## config.mk

```make
export PLATFORM = sky130hd
export DESIGN_NAME = majority_clocked_lfsr_stream_cipher_top
export DESIGN_NICKNAME = d
export VERILOG_FILES = /design/src/rtl/mclsc_pkg.sv /design/src/rtl/majority_clocked_lfsr_stream_cipher_top.sv /design/src/rtl/mclsc_keystream.sv
export SDC_FILE = /design/constraint.sdc
export NUM_CORES = 1
export LEC_CHECK = 0
export BUFFER_PORTS_ARGS = -buffer_cell sky130_fd_sc_hd__buf_2
export CORE_AREA = 2 2 172 174
export CTS_CLUSTER_DIAMETER = 30
export DETAILED_ROUTE_END_ITERATION = 10
export DIE_AREA = 0 0 174 176
export GPL_ROUTABILITY_DRIVEN = 0
export PLACE_DENSITY = 0.85
export SLEW_MARGIN = 5
export SYNTH_ARGS = -nofsm -noshare
export SYNTH_HDL_FRONTEND = slang
export SYNTH_HIERARCHICAL = 1
export SYNTH_SLANG_ARGS = --single-unit
```

## constraint.sdc

```tcl
create_clock -name aclk -period 5.7 [get_ports aclk]
set_input_delay 1.425 -clock aclk [delete_from_list [all_inputs] [get_ports aclk]]
set_output_delay 1.425 -clock aclk [all_outputs]
set_load 0.02 [all_outputs]
```

## src/rtl/mclsc_pkg.sv

```systemverilog
// Package with types, constants and helpers of the majority-clocked LFSR stream cipher.
`default_nettype none

package mclsc_pkg;

    localparam int unsigned KEY_W   = 64;
    localparam int unsigned BYTE_W  = 8;
    localparam int unsigned LEN_A   = 19;
    localparam int unsigned LEN_B   = 22;
    localparam int unsigned LEN_C   = 23;

    localparam logic [KEY_W-1:0] KEY_RESET = 64'hD51A_CCCE_A5C2_D982;

    typedef struct packed {
        logic [LEN_A-1:0] a;
        logic [LEN_B-1:0] b;
        logic [LEN_C-1:0] c;
    } lfsr_state_t;

    // Register A takes the top 19 key bits, B the next 22 and C the low 23.
    function automatic lfsr_state_t load_from_key(input logic [KEY_W-1:0] k);
        lfsr_state_t s;
        s.a = k[63:45];
        s.b = k[44:23];
        s.c = k[22:0];
        return s;
    endfunction

endpackage

`default_nettype wire

```

## src/rtl/majority_clocked_lfsr_stream_cipher_top.sv

```systemverilog
// Top level of the majority-clocked LFSR stream cipher with stream channels and key port.
`default_nettype none

// Usage
// The block encrypts or decrypts one byte per transaction; both directions are the
// same operation. Input transactions arrive on the s_ channel: s_tdata carries the
// byte and s_tuser[0] flags the first byte of a message, which reloads the three
// shift registers from the key before that byte is processed. Results leave on the
// m_ channel, one output transaction for every input transaction, in order.
// The key is written through the cfg_ channel (cfg_ready is always high); a new
// key takes effect at the next byte that carries the first-byte flag. Write it
// only while no bytes are in flight.
// An input transaction is captured in the input register and its result in the
// output register, from which it is offered. A new byte can be accepted every
// cycle while the receiver takes results: the eight register steps of one byte are
// done in one pass of logic between the input register and the output register.
// When the receiver stalls, the output register holds its result and the input
// register takes one more byte before s_tready falls.
// Reset empties both pipeline registers, restores the default key and loads the
// shift registers from it, so a stream without a first-byte flag continues from
// the default key.

module majority_clocked_lfsr_stream_cipher_top
    import mclsc_pkg::*;
(
    input  logic              aclk,
    input  logic              aresetn,
    // Input channel.
    input  logic              s_tvalid,
    output logic              s_tready,
    input  logic [7:0]        s_tdata,   // [7:0] data_byte
    input  logic [0:0]        s_tuser,   // [0] first_byte
    // Result channel.
    output logic              m_tvalid,
    input  logic              m_tready,
    output logic [7:0]        m_tdata,   // [7:0] out_byte
    // Key write channel.
    input  logic              cfg_valid,
    output logic              cfg_ready,
    input  logic [KEY_W-1:0]  cfg_data
);

    logic              in_valid_reg;
    logic              in_valid_next;
    logic [BYTE_W-1:0] in_data_reg;
    logic              in_first_reg;
    logic              out_valid_reg;
    logic              out_valid_next;
    logic [BYTE_W-1:0] out_data_reg;
    logic [KEY_W-1:0]  key_reg;
    logic [KEY_W-1:0]  key_next;
    lfsr_state_t       state_reg;
    lfsr_state_t       state_next;
    lfsr_state_t       ks_state;
    logic [BYTE_W-1:0] ks_data;
    logic              s_fire;
    logic              advance;

    // The byte in the input register moves on when the output register is free
    // or is being emptied in this cycle.
    assign advance   = in_valid_reg && (!out_valid_reg || m_tready);
    assign s_tready  = !in_valid_reg || advance;
    assign s_fire    = s_tvalid && s_tready;
    assign cfg_ready = 1'b1;

    mclsc_keystream u_keystream (
        .state_in  (state_reg),
        .key       (key_reg),
        .reload    (in_first_reg),
        .data_in   (in_data_reg),
        .state_out (ks_state),
        .data_out  (ks_data)
    );

    always_comb begin
        in_valid_next = in_valid_reg;
        if (s_fire) begin
            in_valid_next = 1'b1;
        end else if (advance) begin
            in_valid_next = 1'b0;
        end

        out_valid_next = out_valid_reg;
        if (advance) begin
            out_valid_next = 1'b1;
        end else if (m_tready) begin
            out_valid_next = 1'b0;
        end

        key_next = key_reg;
        if (cfg_valid && cfg_ready) begin
            key_next = cfg_data;
        end

        // The shift registers only step when a byte is actually processed.
        state_next = state_reg;
        if (advance) begin
            state_next = ks_state;
        end
    end

    always_ff @(posedge aclk) begin
        if (!aresetn) begin
            in_valid_reg  <= 1'b0;
            out_valid_reg <= 1'b0;
            key_reg       <= KEY_RESET;
            state_reg     <= load_from_key(KEY_RESET);
        end else begin
            in_valid_reg  <= in_valid_next;
            out_valid_reg <= out_valid_next;
            key_reg       <= key_next;
            state_reg     <= state_next;
        end
    end

    // Payload registers carry no reset; their valid flags qualify them.
    always_ff @(posedge aclk) begin
        if (s_fire) begin
            in_data_reg  <= s_tdata;
            in_first_reg <= s_tuser[0];
        end
        if (advance) begin
            out_data_reg <= ks_data;
        end
    end

    assign m_tvalid = out_valid_reg;
    assign m_tdata  = out_data_reg;

endmodule

`default_nettype wire

```

## src/rtl/mclsc_keystream.sv

```systemverilog
// Combinational keystream datapath: optional reload, eight majority-clocked steps, XOR.
`default_nettype none

module mclsc_keystream
    import mclsc_pkg::*;
(
    input  lfsr_state_t       state_in,
    input  logic [KEY_W-1:0]  key,
    input  logic              reload,
    input  logic [BYTE_W-1:0] data_in,
    output lfsr_state_t       state_out,
    output logic [BYTE_W-1:0] data_out
);

    always_comb begin
        lfsr_state_t       loaded;
        logic [LEN_A-1:0]  a;
        logic [LEN_B-1:0]  b;
        logic [LEN_C-1:0]  c;
        logic [BYTE_W-1:0] ks;
        logic              ca;
        logic              cb;
        logic              cc;
        logic              maj;
        logic              bit_ks;

        loaded = load_from_key(key);
        if (reload) begin
            a = loaded.a;
            b = loaded.b;
            c = loaded.c;
        end else begin
            a = state_in.a;
            b = state_in.b;
            c = state_in.c;
        end
        ks = '0;

        // The first keystream bit ends up in the most significant position.
        for (int i = 0; i < BYTE_W; i++) begin
            bit_ks = a[LEN_A-1] ^ b[LEN_B-1] ^ c[LEN_C-1];
            ks     = {ks[BYTE_W-2:0], bit_ks};
            ca     = a[10];
            cb     = b[11];
            cc     = c[12];
            maj    = (ca & cb) | (ca & cc) | (cb & cc);
            if (ca == maj) begin
                a = {a[LEN_A-2:0], a[0] ^ a[1] ^ a[2] ^ a[5]};
            end
            if (cb == maj) begin
                b = {b[LEN_B-2:0], b[0] ^ b[1]};
            end
            if (cc == maj) begin
                c = {c[LEN_C-2:0], c[0] ^ c[1] ^ c[2] ^ c[15]};
            end
        end

        state_out.a = a;
        state_out.b = b;
        state_out.c = c;
        data_out    = data_in ^ ks;
    end

endmodule

`default_nettype wire

```

==> results of run 1 <==
==> routing by layer <==
metal / track usage [%] / GRT overflow
met2: 75.4 / 1
met5: 10.4 / 0
met1: 56.1 / 0
met3: 40.5 / 0
met4: 56.9 / 4
==> what timing repair did <==
action	4_1_cts
endpoints found under the setup margin	66
gates cloned	3
setup buffers	25
gates resized for setup	119
pin swaps	21
==> stage by stage <==
stage / setup TNS (ns) / worst slack, ns / area, sq um / cells
2_1_floorplan: -3.00 / -0.180 / 16800 / 2112
3_3_place_gp: -33.54 / -0.699 / 20000 / 2830
3_5_place_dp: -50.47 / -1.01 / 20000 / 2830
4_1_cts: -35.57 / -0.746 / 21400 / 2890
==> cell usage after synthesis (9+ instances only) <==
library cell	count	area share, %
a22oi_1	11	0.50
buf_1	9	0.21
or3_1	12	0.46
o21a_1	14	0.64
dfxtp_1	130	16
inv_1	49	1.1
nor2_1	152	3.5
mux2_2	43	2.9
buf_6	15	1.0
xnor2_1	38	2.0
buf_4	30	1.4
o22ai_1	20	0.76
o2111ai_1	11	0.59
o311ai_1	31	1.7
clkbuf_1	56	1.3
nand3_1	47	1.4
o211ai_1	19	0.87
xor2_1	19	1.0
buf_2	52	1.6
nor2b_1	39	1.5
a211oi_1	18	0.82
nand4_1	16	0.61
nand2_1	260	5.9
nor3_1	44	1.3
nor4_1	17	0.65
a21oi_1	129	3.9
edfxtp_1	17	3.1
mux2i_1	391	24
o21ai_0	177	5.4
o21ai_1	25	0.76
a31oi_1	19	0.72
==> kinds of logic after synthesis <==
family,count (synthesis)
flops,147
mux,452
xor+xnor,58
simple gates,639
fa+ha+maj,1
compound gates,590
other cells,1
buf+inv,224
==> metrics.md, run 1 <==
| Metric | Value |
|---|---|
| Outcome | `did not finish` |
| Exit stage | `5_1_grt` |
| Error | `[ERROR GRT-0116] Global routing finished with congestion. Check the congestion regions in the DRC Viewer.` |
| First-pass GRT wire length | `roughly 140 mm` |
| Clock sinks | `around 150` |
| Number of synthesized register bits | `147` |
| Ports | `89` |
| Post-synth top flop | `dfxtp_1` |
| Die W | `174 um` |
| Initial Util | `57.6%` |
| Mux cell area share after synthesis | `28.7%` |
| Synth Instances | `2,112` |
| Num CTS Buffers | `17` |
| CTS HTree Levels | `4` |
| Post-DP HPWL | `44.9 mm` |
| Largest net degree at the start of global routing | `66` |
| Syn Area/Cell | `7.79 sq um` |
| GRT Total Usage | `between 50% and 60%` |
| Adder-cell share of the synthesized area | `0.0685%` |
| Number of global-route vias before repair | `23,900` |
| Simple-gate portion of the synthesized area | `18.0%` |
| Post-Synthesis Cell Area | `16,400 sq um` |
| Grt ovf | `5` |
| Synth Area in XOR/XNOR | `3.13%` |
| Count of cell types in the netlist | `111` |
| CTS Root Cell | `clkbuf_16` |
| Longest Clk Path Bufs | `2` |
| IO Port Bufs | `87` |
| Net Count, Synth | `2,190` |
| Cell Rows | `62` |
| EDFF count, synth | `17` |
| Post-synth ARST share | `0%` |
| Post-synthesis sequential area ratio | `18.9%` |
| Hold-fix buffers at CTS | `0` |
| Synth Area in Compound Gates | `23.9%` |
| Main combinational cell family by area after synthesis | `multiplexers` |
| Die height | `176 um` |
| Synthesis warning total | `6` |
==> inputs of run 2 (changes only) <==
--- a/config.mk
+++ b/config.mk
@@ -6,12 +6,11 @@
 export NUM_CORES = 1
 export LEC_CHECK = 0
 export BUFFER_PORTS_ARGS = -buffer_cell sky130_fd_sc_hd__buf_2
-export CORE_AREA = 2 2 172 174
-export CTS_CLUSTER_DIAMETER = 30
+export CORE_AREA = 2 2 206 208
 export DETAILED_ROUTE_END_ITERATION = 10
-export DIE_AREA = 0 0 174 176
+export DIE_AREA = 0 0 208 210
 export GPL_ROUTABILITY_DRIVEN = 0
-export PLACE_DENSITY = 0.85
+export PLACE_DENSITY_LB_ADDON = 0.15
 export SLEW_MARGIN = 5
 export SYNTH_ARGS = -nofsm -noshare
 export SYNTH_HDL_FRONTEND = slang
==> constraint.sdc (replaced) <==
create_clock -name aclk -period 7.4 [get_ports aclk]
set_input_delay 1.85 -clock aclk [delete_from_list [all_inputs] [get_ports aclk]]
set_output_delay 1.85 -clock aclk [all_outputs]
set_load 0.02 [all_outputs]
==> run 2 against run 1 <==
The flow now finishes without violations. Synthesized area is the same. Synthesized cell count is the same.
==> metrics.md, run 2 <==
| Metric | Value |
|---|---|
| Outcome | `finished, final reports clean` |
| Initial antenna violation count | `1` |
| Final core occ | `44.2%` |
| Layout cells sized above 1 | `17.8%` |
| CP top delay family | `multiplexers` |
| Commonest cells post-synth | `mux2i_1, nand2_1, o21ai_0, nor2_1, dfxtp_1` |
| EDFF count, synth | `17` |
| Most common cell after layout, fill and taps aside | `mux2i_1` |
| Fmax | `around 0.14 GHz` |
| Register area | `3110 sq um` |
| DIE AREA | `around 44,000 sq um` |
| DP Area | `17,400 sq um` |
| Net Count, Synth | `2,190` |
| Average wire per cell in the routed design | `20.4 um` |
| Actual slew at the worst max-slew pin | `1.04 ns` |
| WP buf/inv | `3` |
| Clock sinks | `~150` |
| Crit. End Element | `flip-flop` |
| Die W | `208 um` |
| Syn-to-layout area delta | `11.5%` |
| Setup CP Type | `flip-flop to flip-flop` |
| Syn Area/Cell | `~8 sq um` |
| Clk slew on worst S/H paths | `0.07 ns` |
| Grt ovf | `0` |
| CTS Root Cell | `clkbuf_16` |
| Initial Util | `around two fifths` |
| Count of cell types in the netlist | `111` |
| Tmin final | `7.12 ns` |
| Adder-cell share of the synthesized area | `less than 1%` |
| Post-synthesis sequential area ratio | `between 10% and 20%` |
| First-pass GRT wire length | `between 80 and 90 mm` |
| Synth Area in Compound Gates | `23.9%` |
| Clock Latency Late Sink | `~0.47 ns` |
| Num CTS Buffers | `17` |
| Final setup viols | `0` |
| Rel. slew slack | `a little under a third` |
| Synth Instances | `~2,100` |
| Top area cells in the synthesized netlist | `mux2i_1, dfxtp_1, nand2_1` |
| Crit Path Max Fanout | `16` |
| Setup WS post-layout | `around 0.28 ns` |
| Worst Skew | `0.00945 ns` |
| Longest Clk Path Bufs | `2` |
| Drt pass-1 iters | `5` |
| CP max-delay cell | `o31a_1` |
| Nets | `2,243` |
| Worst path max stage delay | `0.38 ns` |
| Post-synth ARST share | `0%` |
| Type of origin of the critical path | `flip-flop` |
| Die height | `210 um` |
| Top cell type's share of synthesized area | `23.8%` |
| Ports | `89` |
| FILL cells | `4,227` |
| Cell Rows | `75` |
| Most common cell in the synthesized netlist | `mux2i_1` |
| IO Port Bufs | `87` |
| Iter 0 DRT Violations | `1,350` |
| Worst Path Arrival | `7.52 ns` |
| Post-synth top flop | `dfxtp_1` |
| Routed WL | `55.3 mm` |
| WHS Path Cells | `2` |
| Simple-gate portion of the synthesized area | `between 10% and 20%` |
| Placeable Area | `41,500 sq um` |
| Main combinational cell family by area after synthesis | `multiplexers` |
| Synth Area in XOR/XNOR | `3.13%` |
| Via count | `16,300` |
| Post-DP HPWL | `42.0 mm` |
| TritonCTS clock tree | `done` |
| CTS HTree Levels | `4` |
| MaxCap Viol Count | `0` |
| Design Area, Final | `18,300 sq um` |
| Synthesis warning total | `6` |
| Req. time, crit path | `7.80 ns` |
| CP most frequent cell | `mux2i_1` |
| Final slew viol count | `0` |
| Post-route DRC violation count | `0` |
| GRT Total Usage | `between 20% and 30%` |
| Mux cell area share after synthesis | `about 29%` |
| DP Worst Slack | `0.131 ns` |
| Hold WC Path Type | `flip-flop to flip-flop` |
| Worst path depth | `26` |
| Number of global-route vias before repair | `14,900` |
| Post-route ant nets | `0` |
| Largest area contributor in the netlist | `mux2i_1` |
| Final clock period utilization by the worst path | `96.2%` |
| R2R cell count | `26` |
| Most frequent cells in the layout | `mux2i_1, nand2_1, o21ai_0` |
| Area of the multi-input gates | `12,300 sq um` |
| Number of synthesized register bits | `147` |
| Routed vias/inst | `approximately 6` |
| Largest net degree at the start of global routing | `67` |
| Post-Synthesis Cell Area | `approximately 16,000 sq um` |
| Endpoints failing hold | `0` |
## run 2: final timing paths
path / from / endpoint / slack, ns
max reg2reg: in_first_reg / state_reg[30] / 0.28
min reg2reg: state_reg[9] / state_reg[9] / 0.46
min: state_reg[9] / state_reg[9] / 0.46
max: in_first_reg / state_reg[30] / 0.28
## run 2: cells by family after synthesis
group,count (synthesis)
mux,452
compound gates,590
fa+ha+maj,1
flops,147
xor+xnor,58
other cells,1
buf+inv,224
simple gates,639
## run 2: through the flow
stage | hold slack, ns | setup TNS, ns | instances
after global routing | 0.474 | -0.0359 | 2717
after CTS | 0.460 | 0 | 2700
after detailed placement | 0.450 | 0 | 2668
final | 0.460 | 0 | 2718
after global placement | 0.444 | 0 | 2668
after floorplan | 0.432 | 0 | 2112
## run 2: worst register-to-register path, delay by kind of cell (launching register included)
family / cells / cell delay [ns]
multiplexers: 8 / 2.25
AO/OA/AOI/OAI: 7 / 1.92
flip-flops: 1 / 0.37
buffers and inverters: 3 / 0.66
AND/OR/NAND/NOR: 8 / 1.86
## run 2: timing repair
item,in CTS,in global routing
resized for setup,0,33
setup buffers,0,16
hold buffers,0,0
endpoints found under the setup margin,0,57
## run 2: area by class of cell
class	count	area share [%]
Tap cell	539	3.68
Multi-Input combinational cell	1742	67.2
Clock inverter	15	1.15
Timing Repair Buffer	204	7.60
Inverter	53	1.09
Sequential cell	147	17.0
Clock buffer	17	2.32
Antenna cell	1	0.0136
## run 2: per-layer routing
metal | up-vias | part of all wire, % | track usage (%) | wire length, um
li1 | 7908 | - | - | -
met1 | 7717 | 43 | 31.4 | 23800
met2 | 542 | 48 | 42.5 | 26800
met3 | 83 | 5.4 | 3.59 | 2990
met4 | 0 | 3.1 | 8.27 | 1720
met5 | - | 0 | 0 | 0
Power of run 2 is left out: the tool's default activity adds up to more than one toggle a clock period on the data nets, which glitch-free logic cannot reach.
